**src/rtl/core/sle_pkg.sv**
```systemverilog
`timescale 1ns / 1ps

package sle_pkg;

  // Default number of entries held in the cell row
  localparam int CAPACITY_DEF = 64;

  // Word field widths
  localparam int OP_W      = 3;
  localparam int VAL_W     = 32;
  localparam int IDX_W     = 6;
  localparam int ST_W      = 2;
  localparam int CNT_OUT_W = 7;

  // Operation codes
  localparam logic [OP_W-1:0] OP_INSERT = 3'd0;
  localparam logic [OP_W-1:0] OP_POP    = 3'd1;
  localparam logic [OP_W-1:0] OP_ERASE  = 3'd2;
  localparam logic [OP_W-1:0] OP_REMOVE = 3'd3;
  localparam logic [OP_W-1:0] OP_UNIQUE = 3'd4;
  localparam logic [OP_W-1:0] OP_READ   = 3'd5;

  // Status codes
  localparam logic [ST_W-1:0] ST_OK    = 2'd0;
  localparam logic [ST_W-1:0] ST_EMPTY = 2'd1;
  localparam logic [ST_W-1:0] ST_FULL  = 2'd2;
  localparam logic [ST_W-1:0] ST_RANGE = 2'd3;

  // What every cell does in a cycle
  typedef enum logic [1:0] {
    CELL_HOLD,
    CELL_INSERT,
    CELL_SWEEP
  } cell_op_t;

  // Command broadcast from the sequencer to the cell row
  typedef struct packed {
    cell_op_t                  op;
    logic                      keep;
    logic signed [VAL_W-1:0]   val;
  } cell_cmd_t;

  // Outcome of one operation, handed to the output register
  typedef struct packed {
    logic signed [VAL_W-1:0]   value;
    logic [ST_W-1:0]           status;
  } seq_result_t;

endpackage

```
**src/rtl/core/sle_cell.sv**
```systemverilog
`timescale 1ns / 1ps

module sle_cell #(
  parameter int CAPACITY = sle_pkg::CAPACITY_DEF,
  parameter int IDX      = 0
) (
  input  logic                              clk,
  input  sle_pkg::cell_cmd_t                cmd,
  input  logic [$clog2(CAPACITY+1)-1:0]     count,
  input  logic [$clog2(CAPACITY)-1:0]       tail,
  input  logic signed [sle_pkg::VAL_W-1:0]  head,
  input  logic signed [sle_pkg::VAL_W-1:0]  left_v,
  input  logic signed [sle_pkg::VAL_W-1:0]  right_v,
  input  logic                              prev_lt,
  output logic signed [sle_pkg::VAL_W-1:0]  v,
  output logic                              lt
);
  import sle_pkg::*;

  localparam int CW = $clog2(CAPACITY + 1);
  localparam int IW = $clog2(CAPACITY);

  // Entry is live and strictly below the value being inserted
  assign lt = (CW'(IDX) < count) && (v < $signed(cmd.val));

  // Insert opens a slot by shifting right; sweep shifts left and appends at the tail
  always_ff @(posedge clk) begin
    unique case (cmd.op)
      CELL_INSERT: begin
        if (!lt) begin
          v <= prev_lt ? $signed(cmd.val) : left_v;
        end
      end
      CELL_SWEEP: begin
        v <= (cmd.keep && (tail == IW'(IDX))) ? head : right_v;
      end
      default: begin
      end
    endcase
  end

endmodule

```
**config.mk**
```make
export PLATFORM = sky130hd
export DESIGN_NAME = sle_cell
export DESIGN_NICKNAME = d
export VERILOG_FILES = /design/src/rtl/core/sle_pkg.sv /design/src/rtl/core/sle_cell.sv
export SDC_FILE = /design/constraint.sdc
export NUM_CORES = 1
export LEC_CHECK = 0
export BUFFER_PORTS_ARGS = -buffer_cell sky130_fd_sc_hd__buf_4
export CELL_PAD_IN_SITES_DETAIL_PLACEMENT = 0
export CELL_PAD_IN_SITES_GLOBAL_PLACEMENT = 2
export CORE_UTILIZATION = 21
export CTS_CLUSTER_DIAMETER = 200
export DETAILED_ROUTE_END_ITERATION = 10
export PLACE_DENSITY_LB_ADDON = 0.2
export SYNTH_ARGS = -nofsm -noshare
export SYNTH_HDL_FRONTEND = slang
export SYNTH_SLANG_ARGS = --single-unit
```
**constraint.sdc**
```tcl
create_clock -name clk -period 3.5 [get_ports clk]
set_input_delay 0.35 -clock clk [delete_from_list [all_inputs] [get_ports clk]]
set_output_delay 0.35 -clock clk [all_outputs]
set_load 0.01 [all_outputs]
```
=== Yosys cells after proc, flatten, opt, wreduce, memory -nomap -nowiden ===
Cells that the tools add are included.

* Flip-flop bits (word level): 32
* Latch bits: 0
* Bits in writable memories: 0
* Memory bits (read-only): 0
* Bits of input ports: 146
* Output and inout bits: 33
* Logic and storage cells: 15
* Memories kept: 0

* $add $sub $neg: 0
* Multiply operators: 0
* Divide/modulo/power cells: 0
* Magnitude comparators: 2
* Equality and inequality tests: 3
* Shift-type cells: 0
* Muxes and demuxes: 4
* Bitwise operators: 0
* Reductions and logical operators: 5

{| class="wikitable"
|+ Operators by type and width
! kind !! count
|-
| $mux 32 || 3
|-
| $pmux 32 s2 || 1
|-
| $lt 32x32->1 || 1
|-
| $lt 1x7->1 const A || 1
|-
| $logic_not 6->1 || 1
|-
| $eq 2x1->1 const B || 1
|-
| $eq 2x2->1 const B || 1
|-
| $logic_and 1x1->1 || 2
|-
| $ne 2x2->1 const B || 1
|-
| $reduce_and 2->1 || 1
|-
| $reduce_bool 2->1 || 1
|}

=== Logic depth before layout (Yosys ltp) ===
* Depth in word-level cells: 4
* Mapped depth: 8
* Gate-level depth less buffers: 8

=== Least setup slack after synthesis ===
No wires, ideal clock.

* Path type: flip-flop to flip-flop
* Start point: reg v[7] (netlist bit)
* End point: reg v[0] (netlist bit), enable pin
* Setup time: 0.421 ns
* Data arrival time: 2.994 ns
* Data required time: 3.079 ns
* Path slack: 0.085 ns
* Stages on the path, launching flop included: 7
* Period minus slack after synthesis: 3.415 ns
* Cell sequence: edfxtp_1 -> ha_1 -> nand4_1 -> o311a_1 -> o41ai_2 -> a211oi_1 -> nor2_1

* Longest elaborated chain between the ends: 4

{| class="wikitable"
|+ RTL lines
! item !! RTL line !! text
|-
| start, declared || sle_cell.sv:15 || <nowiki>output logic signed [sle_pkg::VAL_W-1:0] v,</nowiki>
|-
| start signal, assigned || sle_cell.sv:31 || <nowiki>v <= prev_lt ? $signed(cmd.val) : left_v;</nowiki>
|-
| start signal, assigned || sle_cell.sv:35 || <nowiki>v <= (cmd.keep && (tail == IW'(IDX))) ? head : right_v;</nowiki>
|-
| $lt 32x32->1 || sle_cell.sv:24 || <nowiki>assign lt = (CW'(IDX) < count) && (v < $signed(cmd.val));</nowiki>
|-
| $logic_and 1x1->1 || sle_cell.sv:24 ||
|-
| $ne 2x2->1 (no source line) || - ||
|-
| $reduce_and 2->1 (no source line) || - ||
|}

No other way between the ends.
A chain may end at the register's enable or synchronous reset.

=== Worst setup path after layout ===
* Start point: reg v[7] (netlist bit)
* End point: out lt

* Longest elaborated chain between the ends: 2

{| class="wikitable"
|+ RTL lines
! item !! RTL line !! text
|-
| $lt 32x32->1 || sle_cell.sv:24 ||
|-
| $logic_and 1x1->1 || sle_cell.sv:24 ||
|-
| end, declared || sle_cell.sv:16 || <nowiki>output logic lt</nowiki>
|}

No other way between the ends.

==> flow_metrics.py <==
metrics = {
    "timing": {
        "min_period_over_period_pct": 76.73,
        "rsz0062_at_grt": "no",
        "tns_ns": 0,
        "worst-slew-pin-transition_ns": 1.114,
        "finalHoldViolCount": 0,
        "clock.fmax_mhz": 372.3,
        "setup_violations": 0,
        "slew_headroom_pct": 25.49,
        "skew_ns": 0.005209,
        "final_max_slew_viol_count": 0,
        "period_needed_ns": 2.686,
    },
    "clock_tree": {
        "cts_max_path_buffers": 2,
        "postCtsHoldBufs": 0,
        "root_buffer": "clkbuf_16",
        "cts_num_sinks": 32,
        "postCtsSetupBuffers": 0,
        "clk_latency_ns": 0.27,
        "cts-resized-gates": 0,
        "cts_buffers": 5,
        "cts.htree.levels": 2,
        "cts_tree": "built",
        "clk_pin_slew_worst_paths_ns": 0.05,
    },
    "power_and_ir_drop": {
        "p_leak_uw": 0.002362,
        "peakVddDrop_uv": 164.0,
        "power_density_nw_per_um2": 331.2,
        "fin_total_pwr_uw": 1497,
    },
    "detailed_routing": {
        "dr.pass1.iters": 4,
        "drcViolationCount": 0,
        "wl_um": 9067,
        "wl_per_cell_um": 13.91,
        "via_count": 2747,
        "drt_iter0_drc": 85,
        "viasPerCell": 4.213,
        "ant_nets": 0,
    },
    "synth": {
        "netlist_top_cells_area": "edfxtp_1 34%, ha_1 14%, mux2_2 13%",
        "synth.area.mux_share_pct": 24.27,
        "postSynthAreaPerCell_um2": 9.484,
        "synth-edff-count": 32,
        "synth-xor-area-share_pct": 0.3078,
        "synth_top_family_by_area": "multiplexers",
        "yosysMostFrequentCell": "nand2_1",
        "yosys.area_share.adder_pct": 13.63,
        "synth_ff_type": "edfxtp_1",
        "netlist_top_cells_count": "43 x nand2_1, 33 x mux2i_1, 32 x edfxtp_1, 32 x inv_1, 32 x mux2_2",
        "yosys_warnings": 0,
        "ys_seq_area_share_pct": 33.77,
        "synth.cell_area_um2": 2845,
        "yosysTopAreaCell": "edfxtp_1",
        "synth_top_area_share_pct": 33.77,
        "synth_compound_area_share_pct": 11.92,
        "yosys.area_share.simple_pct": 9.894,
        "async_flop_share_pct": 0,
        "syn_inst": 300,
        "ys_ff_latch": 32,
        "syn-num-nets": 477,
        "yosysUniqueCellTypes": 28,
    },
    "global_routing": {
        "grt_max_degree": 49,
        "grt_use_total_pct": 12.86,
        "gr-max-usage-layer": "met2",
        "use_met2_pct": 24.08,
        "grt_pass1_vias": 2895,
        "antenna_found_initial": 1,
        "grt-ovfl-total": 0,
        "grtUsageMet3_pct": 3.620,
        "grt_pass1_wl_um": 14120,
        "met1_usage_pct": 14.18,
    },
    "finish": {
        "drive_above_1_share_pct": 46.74,
        "final_cells": 652,
        "fin_nets": 651,
        "syn_to_final_growth_pct": 58.84,
        "top_regs": "v: 32 flops",
        "largest_register": "v",
        "largest_reg_flops": 32,
    },
    "floorplan": {
        "dieWidth_um": 118.4,
        "start_util_pct": 21.49,
        "core_um2": 13240,
        "core.rowCount": 42,
        "dieHeight_um": 118.4,
        "die_area_um2": 14020,
        "io_pins": 179,
    },
    "worst_setup_path": {
        "cp-end-kind": "output port",
        "crit_family": "compound AO/OA/AOI/OAI gates",
        "crit_arrival_ns": 2.34,
        "required_ns": 3.15,
        "worstPathMaxFanout": 3,
        "worst_setup_path_start_kind": "register",
        "timing.critical_path.cells": "ha_1 > nand4_1 > o311a_1 > o41ai_2 > a21oi_1 > mux2i_1 > buf_4",
        "crit_buf_inv": 1,
        "max_stage_delay_ns": 0.39,
        "worstSetupPathType": "reg2out",
        "critical_path.slowest_cell": "edfxtp_1",
    },
    "placement": {
        "dpl.hpwl_um": 7139,
        "place_inst": 643,
        "place.port_buffers": 178,
        "place_congestion": 0.6960,
    },
    "status": {
        "status": "complete, no violations",
    },
    "job": {
        "drv_cap": 0,
    },
    "hold_path": {
        "hold_class": "in2reg",
    },
}
==> final timing paths <==
kind,startpoint,end,slack (ns),depth (start not counted)
min,head[22],v[22],0.43,3
min reg2reg,v[31],v[23],1.29,5
max,v[7],lt,0.81,7
max reg2reg,v[7],v[0],1.00,7
==> where the power goes <==
group,leakage [uW],total [uW],internal (uW),switching (uW)
combinational,0.00199,547,295,252
clock,0.0000656,418,262,157
sequential,0.000307,532,502,30.0
total,0.00236,1500,1060,438
==> stage by stage <==
step | hold WS, ns | setup slack, ns | util [%] | instance area, um^2
global route | 0.4369 | 0.6306 | 34.13 | 4519
finish | 0.4260 | 0.8143 | 34.13 | 4519
CTS | 0.4195 | 0.7402 | 34.11 | 4517
global placement | 0.7003 | 0.9608 | 33.08 | 4380
floorplan | 0.6028 | 0.08461 | - | 2845
detailed placement | 0.7045 | 0.9047 | 33.08 | 4380
==> layer usage <==
metal,wire length (um),vias to the layer above
met2,4648,109
li1,-,1434
met3,703,6
met5,0,-
met1,3610,1198
met4,104,0
==> area by class of cell <==
class	instances	area [um^2]
antenna	1	2.502
sequential	32	960.9
clock inverter	1	3.754
fill	1410	8723
tap	176	220.2
multi-input combinational	222	1720
clock buffer	7	132.6
timing repair buffer	181	1359
inverter	32	120.1
==> logic make-up after synthesis <==
family / Yosys count
xor+xnor: 1
buf+inv: 46
simple gates: 65
mux: 65
compound gates: 60
fa+ha+maj: 31
flops: 32
==> layout by cell type (no fill, tap or decap), types with 2 or more instances in the layout <==
cell type  Yosys  routed
a211oi_1       3       3
a21oi_1       14      14
buf_4          0     181
clkbuf_1       8       2
clkbuf_16      0       5
edfxtp_1      32      32
ha_1          31      31
inv_1         32      32
mux2_2        32      32
mux2i_1       33      33
nand2_1       43      42
nand3_1        3       3
nand4_1        6       6
nor2_1         5       4
nor3_1         3       3
nor4_1         2       2
o21ai_0       22      22
o21ai_1       14      14
==> worst min-delay path: stages <==
cell     delay (ns)
buf_4          0.08
mux2i_1        0.05
o21ai_1        0.11
Power figures use the tool's default switching activity.
