File: config.mk
export PLATFORM = sky130hd
export DESIGN_NAME = sle_seq
export DESIGN_NICKNAME = d
export VERILOG_FILES = /design/src/rtl/core/sle_pkg.sv /design/src/rtl/core/sle_seq.sv
export SDC_FILE = /design/constraint.sdc
export NUM_CORES = 1
export LEC_CHECK = 0
export ABC_CLOCK_PERIOD_IN_PS = 4250
export BUFFER_PORTS_ARGS = -buffer_cell sky130_fd_sc_hd__buf_4
export CORE_MARGIN = 10
export CORE_UTILIZATION = 30
export CTS_CLUSTER_DIAMETER = 50
export CTS_CLUSTER_SIZE = 16
export DETAILED_ROUTE_END_ITERATION = 6
export PLACE_DENSITY_LB_ADDON = 0.12
export SETUP_SLACK_MARGIN = 0.1
export SLEW_MARGIN = 20
export SYNTH_ARGS = -nofsm -noshare
export SYNTH_HDL_FRONTEND = slang
export SYNTH_SLANG_ARGS = --single-unit
export TNS_END_PERCENT = 50
File: constraint.sdc
create_clock -name clk -period 4.25 [get_ports clk]
set_input_delay 0.425 -clock clk [delete_from_list [all_inputs] [get_ports clk]]
set_output_delay 0.425 -clock clk [all_outputs]
set_load 0.005 [all_outputs]
File: src/rtl/core/sle_pkg.sv
`timescale 1ns / 1ps

package sle_pkg;

  // Default number of entries held in the cell row
  localparam int CAPACITY_DEF = 64;

  // Word field widths
  localparam int OP_W      = 3;
  localparam int VAL_W     = 32;
  localparam int IDX_W     = 6;
  localparam int ST_W      = 2;
  localparam int CNT_OUT_W = 7;

  // Operation codes
  localparam logic [OP_W-1:0] OP_INSERT = 3'd0;
  localparam logic [OP_W-1:0] OP_POP    = 3'd1;
  localparam logic [OP_W-1:0] OP_ERASE  = 3'd2;
  localparam logic [OP_W-1:0] OP_REMOVE = 3'd3;
  localparam logic [OP_W-1:0] OP_UNIQUE = 3'd4;
  localparam logic [OP_W-1:0] OP_READ   = 3'd5;

  // Status codes
  localparam logic [ST_W-1:0] ST_OK    = 2'd0;
  localparam logic [ST_W-1:0] ST_EMPTY = 2'd1;
  localparam logic [ST_W-1:0] ST_FULL  = 2'd2;
  localparam logic [ST_W-1:0] ST_RANGE = 2'd3;

  // What every cell does in a cycle
  typedef enum logic [1:0] {
    CELL_HOLD,
    CELL_INSERT,
    CELL_SWEEP
  } cell_op_t;

  // Command broadcast from the sequencer to the cell row
  typedef struct packed {
    cell_op_t                  op;
    logic                      keep;
    logic signed [VAL_W-1:0]   val;
  } cell_cmd_t;

  // Outcome of one operation, handed to the output register
  typedef struct packed {
    logic signed [VAL_W-1:0]   value;
    logic [ST_W-1:0]           status;
  } seq_result_t;

endpackage

File: src/rtl/core/sle_seq.sv
`timescale 1ns / 1ps

module sle_seq #(
  parameter int CAPACITY = sle_pkg::CAPACITY_DEF
) (
  input  logic                              clk,
  input  logic                              rst,
  input  logic                              in_valid,
  output logic                              in_ready,
  input  logic [sle_pkg::OP_W-1:0]          in_op,
  input  logic signed [sle_pkg::VAL_W-1:0]  in_val,
  input  logic [sle_pkg::IDX_W-1:0]         in_idx,
  input  logic signed [sle_pkg::VAL_W-1:0]  head,
  output sle_pkg::cell_cmd_t                cmd,
  output logic [$clog2(CAPACITY+1)-1:0]     count,
  output logic [$clog2(CAPACITY)-1:0]       tail,
  input  logic                              out_free,
  output logic                              done,
  output sle_pkg::seq_result_t              res
);
  import sle_pkg::*;

  localparam int CW = $clog2(CAPACITY + 1);
  localparam int IW = $clog2(CAPACITY);
  localparam int XW = (CW > IDX_W) ? CW : IDX_W;

  typedef enum logic [1:0] {
    S_IDLE,
    S_CHECK,
    S_SWEEP,
    S_DONE
  } state_t;

  state_t                  state;
  logic [OP_W-1:0]         op_q;
  logic signed [VAL_W-1:0] val_q;
  logic [IDX_W-1:0]        idx_q;
  logic [CW-1:0]           k;
  logic [CW-1:0]           w;
  logic signed [VAL_W-1:0] last_kept;
  logic signed [VAL_W-1:0] res_val;
  logic [ST_W-1:0]         res_status;

  logic keep;
  logic hit;
  logic last_step;
  logic is_empty;
  logic is_full;
  logic out_of_range;
  logic idx_at_k;

  assign in_ready = (state == S_IDLE);
  assign done     = (state == S_DONE) && out_free;
  assign res      = '{value: res_val, status: res_status};

  assign is_empty     = (count == '0);
  assign is_full      = (count >= CW'(CAPACITY));
  assign out_of_range = (XW'(idx_q) >= XW'(count));
  assign idx_at_k     = (XW'(idx_q) == XW'(k));
  assign last_step    = ((k + CW'(1)) == count);

  // Decide whether the entry now at the head goes back into the row
  always_comb begin
    keep = 1'b1;
    hit  = 1'b0;
    unique case (op_q)
      OP_POP: begin
        keep = (k != '0);
        hit  = (k == '0);
      end
      OP_ERASE: begin
        keep = !idx_at_k;
        hit  = idx_at_k;
      end
      OP_READ: begin
        hit  = idx_at_k;
      end
      OP_REMOVE: begin
        keep = (head != val_q);
      end
      OP_UNIQUE: begin
        keep = (k == '0) || (head != last_kept);
      end
      default: begin
      end
    endcase
  end

  // Drive the cell row
  always_comb begin
    cmd.op   = CELL_HOLD;
    cmd.keep = keep;
    cmd.val  = val_q;
    if (state == S_CHECK && op_q == OP_INSERT && !is_full) begin
      cmd.op = CELL_INSERT;
    end else if (state == S_SWEEP) begin
      cmd.op = CELL_SWEEP;
    end
  end

  // Sequence one word: latch, check, sweep the row, hand off the result
  always_ff @(posedge clk) begin
    if (rst) begin
      state <= S_IDLE;
      count <= '0;
    end else begin
      unique case (state)
        S_IDLE: begin
          if (in_valid) begin
            op_q  <= in_op;
            val_q <= in_val;
            idx_q <= in_idx;
            state <= S_CHECK;
          end
        end
        S_CHECK: begin
          res_val <= '0;
          k       <= '0;
          w       <= '0;
          tail    <= IW'(count - CW'(1));
          priority if (op_q == OP_INSERT) begin
            if (is_full) begin
              res_status <= ST_FULL;
            end else begin
              res_status <= ST_OK;
              count      <= count + CW'(1);
            end
            state <= S_DONE;
          end else if (op_q > OP_READ) begin
            res_status <= ST_OK;
            state      <= S_DONE;
          end else if (is_empty) begin
            res_status <= ST_EMPTY;
            state      <= S_DONE;
          end else if ((op_q == OP_ERASE || op_q == OP_READ) && out_of_range) begin
            res_status <= ST_RANGE;
            state      <= S_DONE;
          end else begin
            res_status <= ST_OK;
            state      <= S_SWEEP;
          end
        end
        S_SWEEP: begin
          k <= k + CW'(1);
          if (keep) begin
            w         <= w + CW'(1);
            last_kept <= head;
          end else begin
            tail <= tail - IW'(1);
          end
          if (hit) begin
            res_val <= head;
          end
          if (last_step) begin
            count <= keep ? (w + CW'(1)) : w;
            state <= S_DONE;
          end
        end
        S_DONE: begin
          if (out_free) begin
            state <= S_IDLE;
          end
        end
        default: begin
          state <= S_IDLE;
        end
      endcase
    end
  end

endmodule

# Word level (Yosys, flattened, before mapping)
# Cells that the tools add are included.
# word_totals
ff_bits,136
wordCells,90
# op_classes
add_sub_neg,5
order_cmp,3
eq_ne,19
muxes,28
n_bitwise,1
n_reduce_logical,23
# op_table
op,count
$ne A32 B32 Y1,2
$pmux W32 S2,1
$pmux W7 S2,3
$mux W32,1
$mux W7,4
$add A7 B1 Y7 const B,3
$mux W2,10
$reduce_and A3 Y1,5
$logic_not A7 Y1,2
$ne A2 B2 Y1 const B,6
$pmux W6 S2,1
$sub A6 B1 Y6 const B,2
$pmux W2 S4,1
$eq A6 B7 Y1,1
$eq A7 B7 Y1,1
$ge A6 B7 Y1,1
$ge A7 B7 Y1 const B,1
$reduce_bool A7 Y1,1
$eq A3 B2 Y1 const B,2
$eq A3 B3 Y1 const B,2
$mux W6,1
$eq A2 B2 Y1 const B,2
$logic_and A1 B1 Y1,4
$mux W1,4
other kinds (15),18

# Depth between registers and ports, before layout
# Gate-level depths: netlist (run 1).
# depth
ltp_word,8
ltp_mapped,11

# Least setup slack after synthesis (run 1)
# Ideal clock, no wire load.
# synth_path
kind,flip-flop to flip-flop
start,reg k[0]
end,reg last_kept[0] (enable)
setup_time_ns,0.461
arrival_time_ns,3.994
required_ns,3.789
slack_ns,-0.205
path_stages_with_launch,10
path_buffers,1
period_less_slack_ns,4.455
cell_sequence,edfxtp_1 inv_1 ha_1 or4b_1 nor3_2 or4_1 nor3_1 o21a_1 buf_6 nor3_1
# synth_between
elab_chain_cells,4
word_cells_on_any_way,7
cone_classes,eq/ne (1); mux (1); reduce/logical (5)
# synth_rtl
item,line_no,text
from (decl),sle_seq.sv:38,logic [CW-1:0] k;
from (signal assigned),sle_seq.sv:144,k <= k + CW'(1);
$eq A6 B7 Y1 / $logic_not A7 Y1 (equally long branches),"sle_seq.sv:59, sle_seq.sv:82",
$logic_not A1 Y1 / $logic_or A1 B1 Y1 (equally long branches),"sle_seq.sv:72, sle_seq.sv:82",
$pmux W1 S4 (*),sle_seq.sv:66,unique case (op_q)
$reduce_and A3 Y1 (no source line) (*),-,
to (signal assigned),sle_seq.sv:147,last_kept <= head;
to (decl),sle_seq.sv:40,logic signed [VAL_W-1:0] last_kept;
# Every way passes the cells marked *; elsewhere a longest branch is shown, timed or not.
# A chain may end at the register's enable or synchronous reset.

==> flow_summary.yaml, run 1 <==
status:
  status: "complete, no violations"
cells_and_area:
  final_common_cell: "buf_4"
  layout_common_cells: "buf_4 (163), edfxtp_1 (127), xor2_1 (65)"
  area_delta_synth_final_pct: 31.9
  nets: 760
  instances_no_fill: 955
  drive_gt1_frac: 0.300
  antenna_cells: 0
global_route:
  grt_pass1_wl_um: 28500
  grt_max_degree: 63
  first_global_vias: 4589
  grt_usage: 0.132
  antenna_found_initial: 0
  gr-total-overflow: 0
sta:
  period_minus_slack_ns: 3.49
  finalHoldViolCount: 0
  fin_worst_skew_ns: 0.0102
  tns_ns: 0
  fmax_mhz: 287
  slew_headroom: 0.544
  worstMarginPinSlew_ns: 0.684
  whs_ns: 0.176
  final_max_slew_viol_count: 0
  rsz0062_at_grt: "no"
  finalSetupViolations: 0
  fin_crit_sh: 0.821
setup_path:
  required_ns: 3.83
  arrival_ns: 3.06
  crit_path_end_kind: "primary output"
  worst-setup-path-type: "register to primary output"
  cp_max_fo: 11
  start_kind: "register"
clock_network:
  cts_buffers: 17
  cts_setup_buffers: 0
  htreeDepth: 4
  root_buffer: "clkbuf_16"
  worstSkewPairLatency_ns: 0.42
  clk_pin_slew_worst_paths_ns: 0.06
  clock_sinks: 136
  cts_tree: "yes"
  hold_buffers: 0
  clockBufferDepth: 2
  ctsResizeCount: 0
synth:
  synth_cell_types: 52
  yosys_register_bits: 136
  synth_ff_type: "edfxtp_1"
  netlist_area_mm2: 0.00653
  syn-num-nets: 598
  yosysWarnings: 0
  async_reset_ff_frac: 0
  ys_seq_area_frac: 0.612
  syn-mean-instance-area_um2: 12.9
  syn_inst: 505
  synth_edf_count: 127
pwr:
  power.internal_mw: 3.17
  pwr-share-seq: 0.424
  pwr_density_cell_mw_per_mm2: 531
  p_sw_mw: 1.40
  peakVddDrop_mv: 0.279
  switching_share: 0.307
  pwr-share-clk: 0.319
  comb_power_share: 0.257
  leakagePower_nw: 3.32
route:
  vias_per_cell: 4.63
  postRouteAntennaNets: 0
  drt-initial-drc-count: 244
  drt_first_pass_iters: 5
  drcViolationCount: 0
  route.vias.total: 4423
  totalWireLength_um: 18800
  wl_per_cell_um: 19.7
floorplanning:
  rows: 53
  initial_core_util: 0.308
  core_area_mm2: 0.0212
  die_w_um: 168
  num_io_pins: 161
  die_h_um: 168
  die_area_mm2: 0.0281
placement:
  place_congestion: 0.842
  portBuffers: 160
  place_inst: 923
  dpl.hpwl_um: 14000
hold_path:
  holdCritPathClass: "input port to register"
job:
  cap_violations: 0
## cell usage after synthesis (all sizes together) (2+ instances only)
cell,instances,area share
nor2,22,0.013
o221a,3,0.0052
o21bai,3,0.0034
o21ai,8,0.0061
nand4,5,0.0048
o22ai,2,0.0019
nor3,13,0.011
mux2i,10,0.015
nand3b,3,0.0034
o31ai,2,0.0023
ha,16,0.031
xor2,65,0.087
o21a,3,0.0034
dfxtp,9,0.028
a2111oi,2,0.0027
a31oi,2,0.0019
a21oi,16,0.012
nand4b,2,0.0027
nand2b,9,0.0086
nand3,13,0.010
xnor2,19,0.025
inv,21,0.012
or4,5,0.0057
and3b,2,0.0027
xnor3,3,0.010
and2,35,0.034
nor2b,2,0.0019
o2111ai,2,0.0027
nand2,25,0.014
buf,4,0.0052
edfxtp,127,0.58
clkbuf,16,0.0094
o31a,3,0.0040
and3,5,0.0048
nor4,15,0.014
## cells by family after synthesis
kind of cell | Yosys count | synth area share
simple gates | 160 | 0.135
mux | 10 | 0.0153
flops | 136 | 0.612
compound gates | 54 | 0.0567
xor+xnor | 87 | 0.123
buf+inv | 42 | 0.0272
fa+ha+maj | 16 | 0.0307
## flip-flops by register name, indices dropped and copies added, names as in the netlist
| register | cells |
|---|---|
| count | 7 |
| val_q | 32 |
| res_val | 32 |
| op_q | 3 |
| res_status | 2 |
| w | 7 |
| k | 7 |
| idx_q | 6 |
| state | 2 |
| last_kept | 32 |
| tail | 6 |
## layout make-up
cell class,instances,area (um^2)
Inverter,22,82.6
Fill cell,2059,12600
Clock buffer,18,429
Timing Repair Buffer,163,1220
Multi-Input combinational cell,327,2390
Sequential cell,136,3990
Clock inverter,14,150
Tap cell,275,344
## worst max-delay path: stages (launching register included)
cell	delay (ns)
edfxtp_1	0.46
inv_1	0.09
ha_1	0.19
or4b_1	0.17
nor3_2	0.05
or4_1	0.54
nor3_1	0.37
o21a_1	0.45
inv_1	0.15
buf_4	0.17
## metrics by stage
stage	util	power, mW	instance area (um^2)	setup slack (ns)
2_1_floorplan	-	2.61	6530	0.486
3_3_place_gp	0.378	3.14	8030	0.954
3_5_place_dp	0.378	3.17	8030	0.871
4_1_cts	0.406	4.64	8610	0.721
5_1_grt	0.406	4.85	8610	0.504
6_report	0.406	4.57	8610	0.762
## final timing paths
path | start | depth (start not counted) | slack (ns) | endpoint
worst max-delay path | k[0] | 9 | 0.76 | cmd[32]
worst min-delay path | in_val[28] | 1 | 0.18 | val_q[28]
worst max register to register | k[0] | 9 | 0.90 | tail[5]
worst min register to register | state[1] | 2 | 0.56 | state[1]
## per-layer routing
layer | GRT usage | up-vias | wire length (um)
met3 | 0.0412 | 14 | 965
met5 | 0 | - | 0
li1 | - | 2158 | -
met2 | 0.217 | 116 | 9380
met4 | 0.0329 | 0 | 148
met1 | 0.164 | 2135 | 8300
## power groups by stage
stage               Clock, mW  Sequential (mW)  Combinational (mW)
finish                   1.46             1.94                1.17
global route             1.58             1.96                1.31
CTS                      1.50             1.94                1.20
detailed placement          0             1.97                1.20
global placement            0             1.97                1.17
floorplan                   0             1.92               0.686
No activity file was read; power rests on OpenSTA's default activity.
==> inputs of run 2 (changes only) <==
--- a/config.mk
+++ b/config.mk
@@ -5,7 +5,7 @@
 export SDC_FILE = /design/constraint.sdc
 export NUM_CORES = 1
 export LEC_CHECK = 0
-export ABC_CLOCK_PERIOD_IN_PS = 4250
+export ABC_CLOCK_PERIOD_IN_PS = 3400
 export BUFFER_PORTS_ARGS = -buffer_cell sky130_fd_sc_hd__buf_4
 export CORE_MARGIN = 10
 export CORE_UTILIZATION = 30
==> constraint.sdc (replaced) <==
create_clock -name clk -period 3.4 [get_ports clk]
set_input_delay 0.34 -clock clk [delete_from_list [all_inputs] [get_ports clk]]
set_output_delay 0.34 -clock clk [all_outputs]
set_load 0.005 [all_outputs]
==> flow_summary.yaml, run 2 (synthesized netlist as in run 1, its figures left out) <==
status:
  status: "complete, no violations"
clock_network:
  cts_buffers: 17
  worstSkewPairLatency_ns: 0.43
  htreeDepth: 4
  root_buffer: "clkbuf_16"
  ctsResizeCount: 0
  hold_buffers: 0
  clockBufferDepth: 2
  clk_pin_slew_worst_paths_ns: 0.06
  clock_sinks: 136
  cts_setup_buffers: 0
  cts_tree: "yes"
sta:
  fin_crit_sh: 0.913
  slew_headroom: 0.536
  final_max_slew_viol_count: 0
  setup_ws_ns: 0.294
  fmax_mhz: 322
  fin_worst_skew_ns: 0.0188
  period_minus_slack_ns: 3.11
  worstMarginPinSlew_ns: 0.697
  rsz0062_at_grt: "no"
  finalHoldViolCount: 0
  finalSetupViolations: 0
  tns_ns: 0
placement:
  place_congestion: 0.824
  place_ws_ns: 0.323
  portBuffers: 160
  dpl.hpwl_um: 13600
  place_inst: 927
setup_path:
  required_ns: 3.06
  worst-setup-path-type: "register to primary output"
  arrival_ns: 2.77
  crit_path_end_kind: "primary output"
  start_kind: "register"
  cp_max_fo: 6
pwr:
  finalPower_mw: 5.75
  pwr_density_cell_mw_per_mm2: 664
  leakagePower_nw: 3.34
  peakVddDrop_mv: 0.310
floorplanning:
  initial_core_util: 0.308
  die_w_um: 168
  die_h_um: 168
  rows: 53
  die_area_mm2: 0.0281
  core_area_mm2: 0.0212
  num_io_pins: 161
global_route:
  gr-total-overflow: 0
  first_global_vias: 4766
  grt_pass1_wl_um: 28300
  grt_max_degree: 63
  grt_usage: 0.130
  antenna_found_initial: 0
cells_and_area:
  fill_cells: 2011
  antenna_cells: 0
  final_common_cell: "buf_4"
  layout_common_cells: "buf_4 (166), edfxtp_1 (127), xor2_1 (65)"
  instances_no_fill: 959
  final_core_util: 0.408
  nets: 764
  area_delta_synth_final_pct: 32.6
  drive_gt1_frac: 0.300
  reg.largest.list: "last_kept x32, res_val x32, val_q x32"
route:
  totalWireLength_um: 18500
  drt-initial-drc-count: 245
  postRouteAntennaNets: 0
  vias_per_cell: 4.73
  drt_first_pass_iters: 4
  wl_per_cell_um: 19.2
  route.vias.total: 4540
  drcViolationCount: 0
job:
  cap_violations: 0
hold_path:
  holdCritPathClass: "input port to register"
==> run 2: cell type report <==
cell class | count | area [um^2] | area share
flip-flops and latches | 136 | 3990 | 0.461
multi-input cells | 327 | 2390 | 0.276
repair buffers | 167 | 1270 | 0.146
clock buffers | 18 | 429 | 0.0496
well taps | 275 | 344 | 0.0397
clock inverters | 14 | 156 | 0.0181
inverters | 22 | 82.6 | 0.00954
==> run 2: metal layers <==
| layer | share of wire | GRT usage | vias to the layer above | wire length [um] |
|---|---|---|---|---|
| li1 | - | - | 2162 | - |
| met2 | 0.49 | 0.214 | 116 | 9080 |
| met3 | 0.051 | 0.0393 | 10 | 946 |
| met5 | 0 | 0 | - | 0 |
| met4 | 0.0094 | 0.0375 | 0 | 173 |
| met1 | 0.45 | 0.162 | 2252 | 8250 |
==> run 2: power breakdown <==
part / switching, mW / total (mW) / internal [mW]
combinational: 0.829 / 1.50 / 0.671
sequential: 0.173 / 2.39 / 2.22
clock: 0.712 / 1.85 / 1.14
==> run 2: worst max-delay path, cell delays in order, from the launching register on <==
cell and delay, ns:
edfxtp_1 0.46, inv_1 0.10, ha_1 0.19, or4b_1 0.18
nor3_2 0.05, or4_1 0.56, nor3_1 0.37, o21a_1 0.20
inv_1 0.09, buf_4 0.14
==> run 2: worst paths after layout <==
check,from,to,slack (ns),cells past startpoint
hold / removal,in_idx[0],idx_q[0],0.08,1
setup reg to reg,k[0],tail[5],0.31,9
setup / recovery,k[0],cmd[32],0.29,9
hold reg to reg,state[0],state[0],0.57,1
==> run 2: through the flow <==
step | area (um^2) | hold slack [ns]
final | 8660 | 0.0841
after global routing | 8660 | 0.0675
after global placement | 8070 | 0.518
after detailed placement | 8070 | 0.519
after floorplan | 6550 | 0.439
after CTS | 8660 | 0.0666
==> inputs of run 3 (changes only) <==
--- a/config.mk
+++ b/config.mk
@@ -5,13 +5,14 @@
 export SDC_FILE = /design/constraint.sdc
 export NUM_CORES = 1
 export LEC_CHECK = 0
-export ABC_CLOCK_PERIOD_IN_PS = 3400
 export BUFFER_PORTS_ARGS = -buffer_cell sky130_fd_sc_hd__buf_4
 export CORE_MARGIN = 10
 export CORE_UTILIZATION = 30
+export CTS_BUF_LIST = sky130_fd_sc_hd__clkbuf_2
 export CTS_CLUSTER_DIAMETER = 50
 export CTS_CLUSTER_SIZE = 16
 export DETAILED_ROUTE_END_ITERATION = 6
+export GPL_TIMING_DRIVEN = 0
 export PLACE_DENSITY_LB_ADDON = 0.12
 export SETUP_SLACK_MARGIN = 0.1
 export SLEW_MARGIN = 20
==> flow_summary.yaml, run 3 (synthesized netlist as in run 1, its figures left out) <==
job:
  cap_violations: 0
cells_and_area:
  fill_cells: 2030
  nets: 861
  layout_common_cells: "buf_4 (166), edfxtp_1 (127), dlygate4sd3_1 (74)"
  reg.largest.list: "last_kept x32, res_val x32, val_q x32"
  final_core_util: 0.436
  instances_no_fill: 1056
  final_common_cell: "buf_4"
  drive_gt1_frac: 0.290
  area_delta_synth_final_pct: 41.8
sta:
  fin_crit_sh: 0.909
  worstMarginPinSlew_ns: 0.763
  slew_headroom: 0.491
  fmax_mhz: 324
  finalSetupViolations: 0
  finalHoldViolCount: 0
  period_minus_slack_ns: 3.09
  setup_ws_ns: 0.309
  fin_worst_skew_ns: 0.0444
  rsz0062_at_grt: "no"
  final_max_slew_viol_count: 0
setup_path:
  arrival_ns: 2.75
  r2r_slack_ns: 0.40
  timing.rr.start: "k[1]"
  worst-setup-path-type: "register to primary output"
  path_cells: "inv_1 -> ha_4 -> or4b_4 -> nor3_4 -> or4_4 -> nor3_4 -> o21a_1 -> buf_6 -> inv_4 -> buf_6"
  rr_worst_depth: 11
  cpPeakStageDelay_ns: 0.47
  slowest_stage: "or4b_4"
  crit_path_end_kind: "primary output"
  critPathBufInv: 4
  cp_max_fo: 3
  required_ns: 3.06
  start_kind: "register"
  worst_r2r_endpoint: "last_kept[3]"
  cp_top_family: "simple AND/OR/NAND/NOR gates"
route:
  drcViolationCount: 0
  postRouteAntennaNets: 0
  drt_first_pass_iters: 4
  route.vias.total: 4874
  drt-initial-drc-count: 292
  vias_per_cell: 4.62
  totalWireLength_um: 19700
  wl_per_cell_um: 18.6
global_route:
  grt_pass1_wl_um: 30300
  antenna_found_initial: 1
  grt_usage: 0.137
  first_global_vias: 5257
  gr-total-overflow: 0
  grt_max_degree: 24
floorplanning:
  die_h_um: 168
  die_area_mm2: 0.0281
  rows: 53
  num_io_pins: 161
  die_w_um: 168
  core_area_mm2: 0.0212
  initial_core_util: 0.308
placement:
  place_inst: 944
  place_ws_ns: 0.0821
  place_congestion: 0.832
  dpl.hpwl_um: 14700
  portBuffers: 160
hold_path:
  holdCritPathClass: "input port to register"
  min_path_cells: 4
  holdCritStartpoint: "out_free"
  hold_path_end: "state[1]"
pwr:
  peakVddDrop_mv: 0.178
  power.internal_mw: 3.32
  leakagePower_nw: 3.61
  comb_power_share: 0.341
  finalPower_mw: 4.99
  pwr-share-seq: 0.475
  pwr_density_cell_mw_per_mm2: 539
  p_sw_mw: 1.67
  pwr-share-clk: 0.184
  switching_share: 0.334
clock_network:
  root_buffer: "clkbuf_2"
  cts_tree: "yes"
  clock_sinks: 136
  worstSkewPairLatency_ns: 0.70
  cts_buffers: 17
  htreeDepth: 4
  clk_pin_slew_worst_paths_ns: 0.20
  clockBufferDepth: 2
status:
  status: "complete, no violations"
## run 3: changes by cell type in the layout (fill, tap and decap cells not counted), moves of 2 or more
| cell | previous run | this run |
|---|---|---|
| buf_16 | 0 | 2 |
| buf_6 | 0 | 5 |
| clkbuf_1 | 1 | 14 |
| clkbuf_16 | 17 | 0 |
| clkbuf_2 | 0 | 22 |
| clkinv_2 | 3 | 5 |
| dlygate4sd3_1 | 0 | 74 |
| inv_1 | 21 | 19 |
| nor3_4 | 1 | 3 |
| nor4_1 | 15 | 10 |
| nor4_2 | 0 | 5 |
## run 3: layout make-up
| class | instances | area [um^2] | share of cell area |
|---|---|---|---|
| Multi-Input combinational cell | 327 | 2460 | 0.266 |
| Buffer | 19 | 88.8 | 0.00959 |
| Sequential cell | 136 | 3990 | 0.431 |
| Tap cell | 275 | 344 | 0.0372 |
| Inverter | 22 | 85.1 | 0.00919 |
| Timing Repair Buffer | 245 | 2080 | 0.224 |
| Clock buffer | 20 | 100 | 0.0108 |
| Antenna cell | 1 | 2.50 | 0.000270 |
| Clock inverter | 11 | 108 | 0.0116 |
## run 3: tightest hold or removal path, stage by stage
cell and delay, ns:
buf_4 0.08, o221a_2 0.22, mux2i_1 0.08, nor2_1 0.08
## run 3: power groups by stage
stage	Combinational, mW	Sequential, mW	Clock (mW)
3_3_place_gp	1.53	2.42	0
6_report	1.70	2.37	0.920
3_5_place_dp	1.62	2.42	0
2_1_floorplan	0.864	2.40	0
4_1_cts	1.72	2.37	0.968
5_1_grt	1.88	2.40	1.01
## run 3: worst max-delay path by stage
stage	depth (start not counted)	from	end
6_report	10	k[1]	cmd[32]
3_3_place_gp	7	k[0]	res_val[25]
3_5_place_dp	10	k[0]	tail[4]
4_1_cts	9	last_kept[2]	cmd[32]
5_1_grt	10	k[0]	cmd[32]
2_1_floorplan	7	k[0]	res_val[0]
## run 3: metal layers
metal  vias to the layer above  global-route usage  share of wire
met1                      2374               0.169           0.44
li1                       2361                   -              -
met5                         -                   0              0
met2                       122               0.232           0.49
met4                         0              0.0431          0.016
met3                        17              0.0337          0.050
## run 3: through the flow
step	setup TNS, ns	cell area (um^2)	hold WS [ns]
6_report	0	9260	0.135
3_3_place_gp	-19.61	8090	0.518
3_5_place_dp	0	8180	0.519
5_1_grt	0	9260	0.0908
2_1_floorplan	0	6550	0.439
4_1_cts	0	9210	0.0623
## run 3: what timing repair did
action | CTS | global route
gates resized for setup | 9 | 12
setup endpoints to repair | 7 | 1
hold buffers | 74 | 0
pin swaps | 3 | 7
setup buffers | 5 | 2
endpoints found under the hold margin | 106 | 0
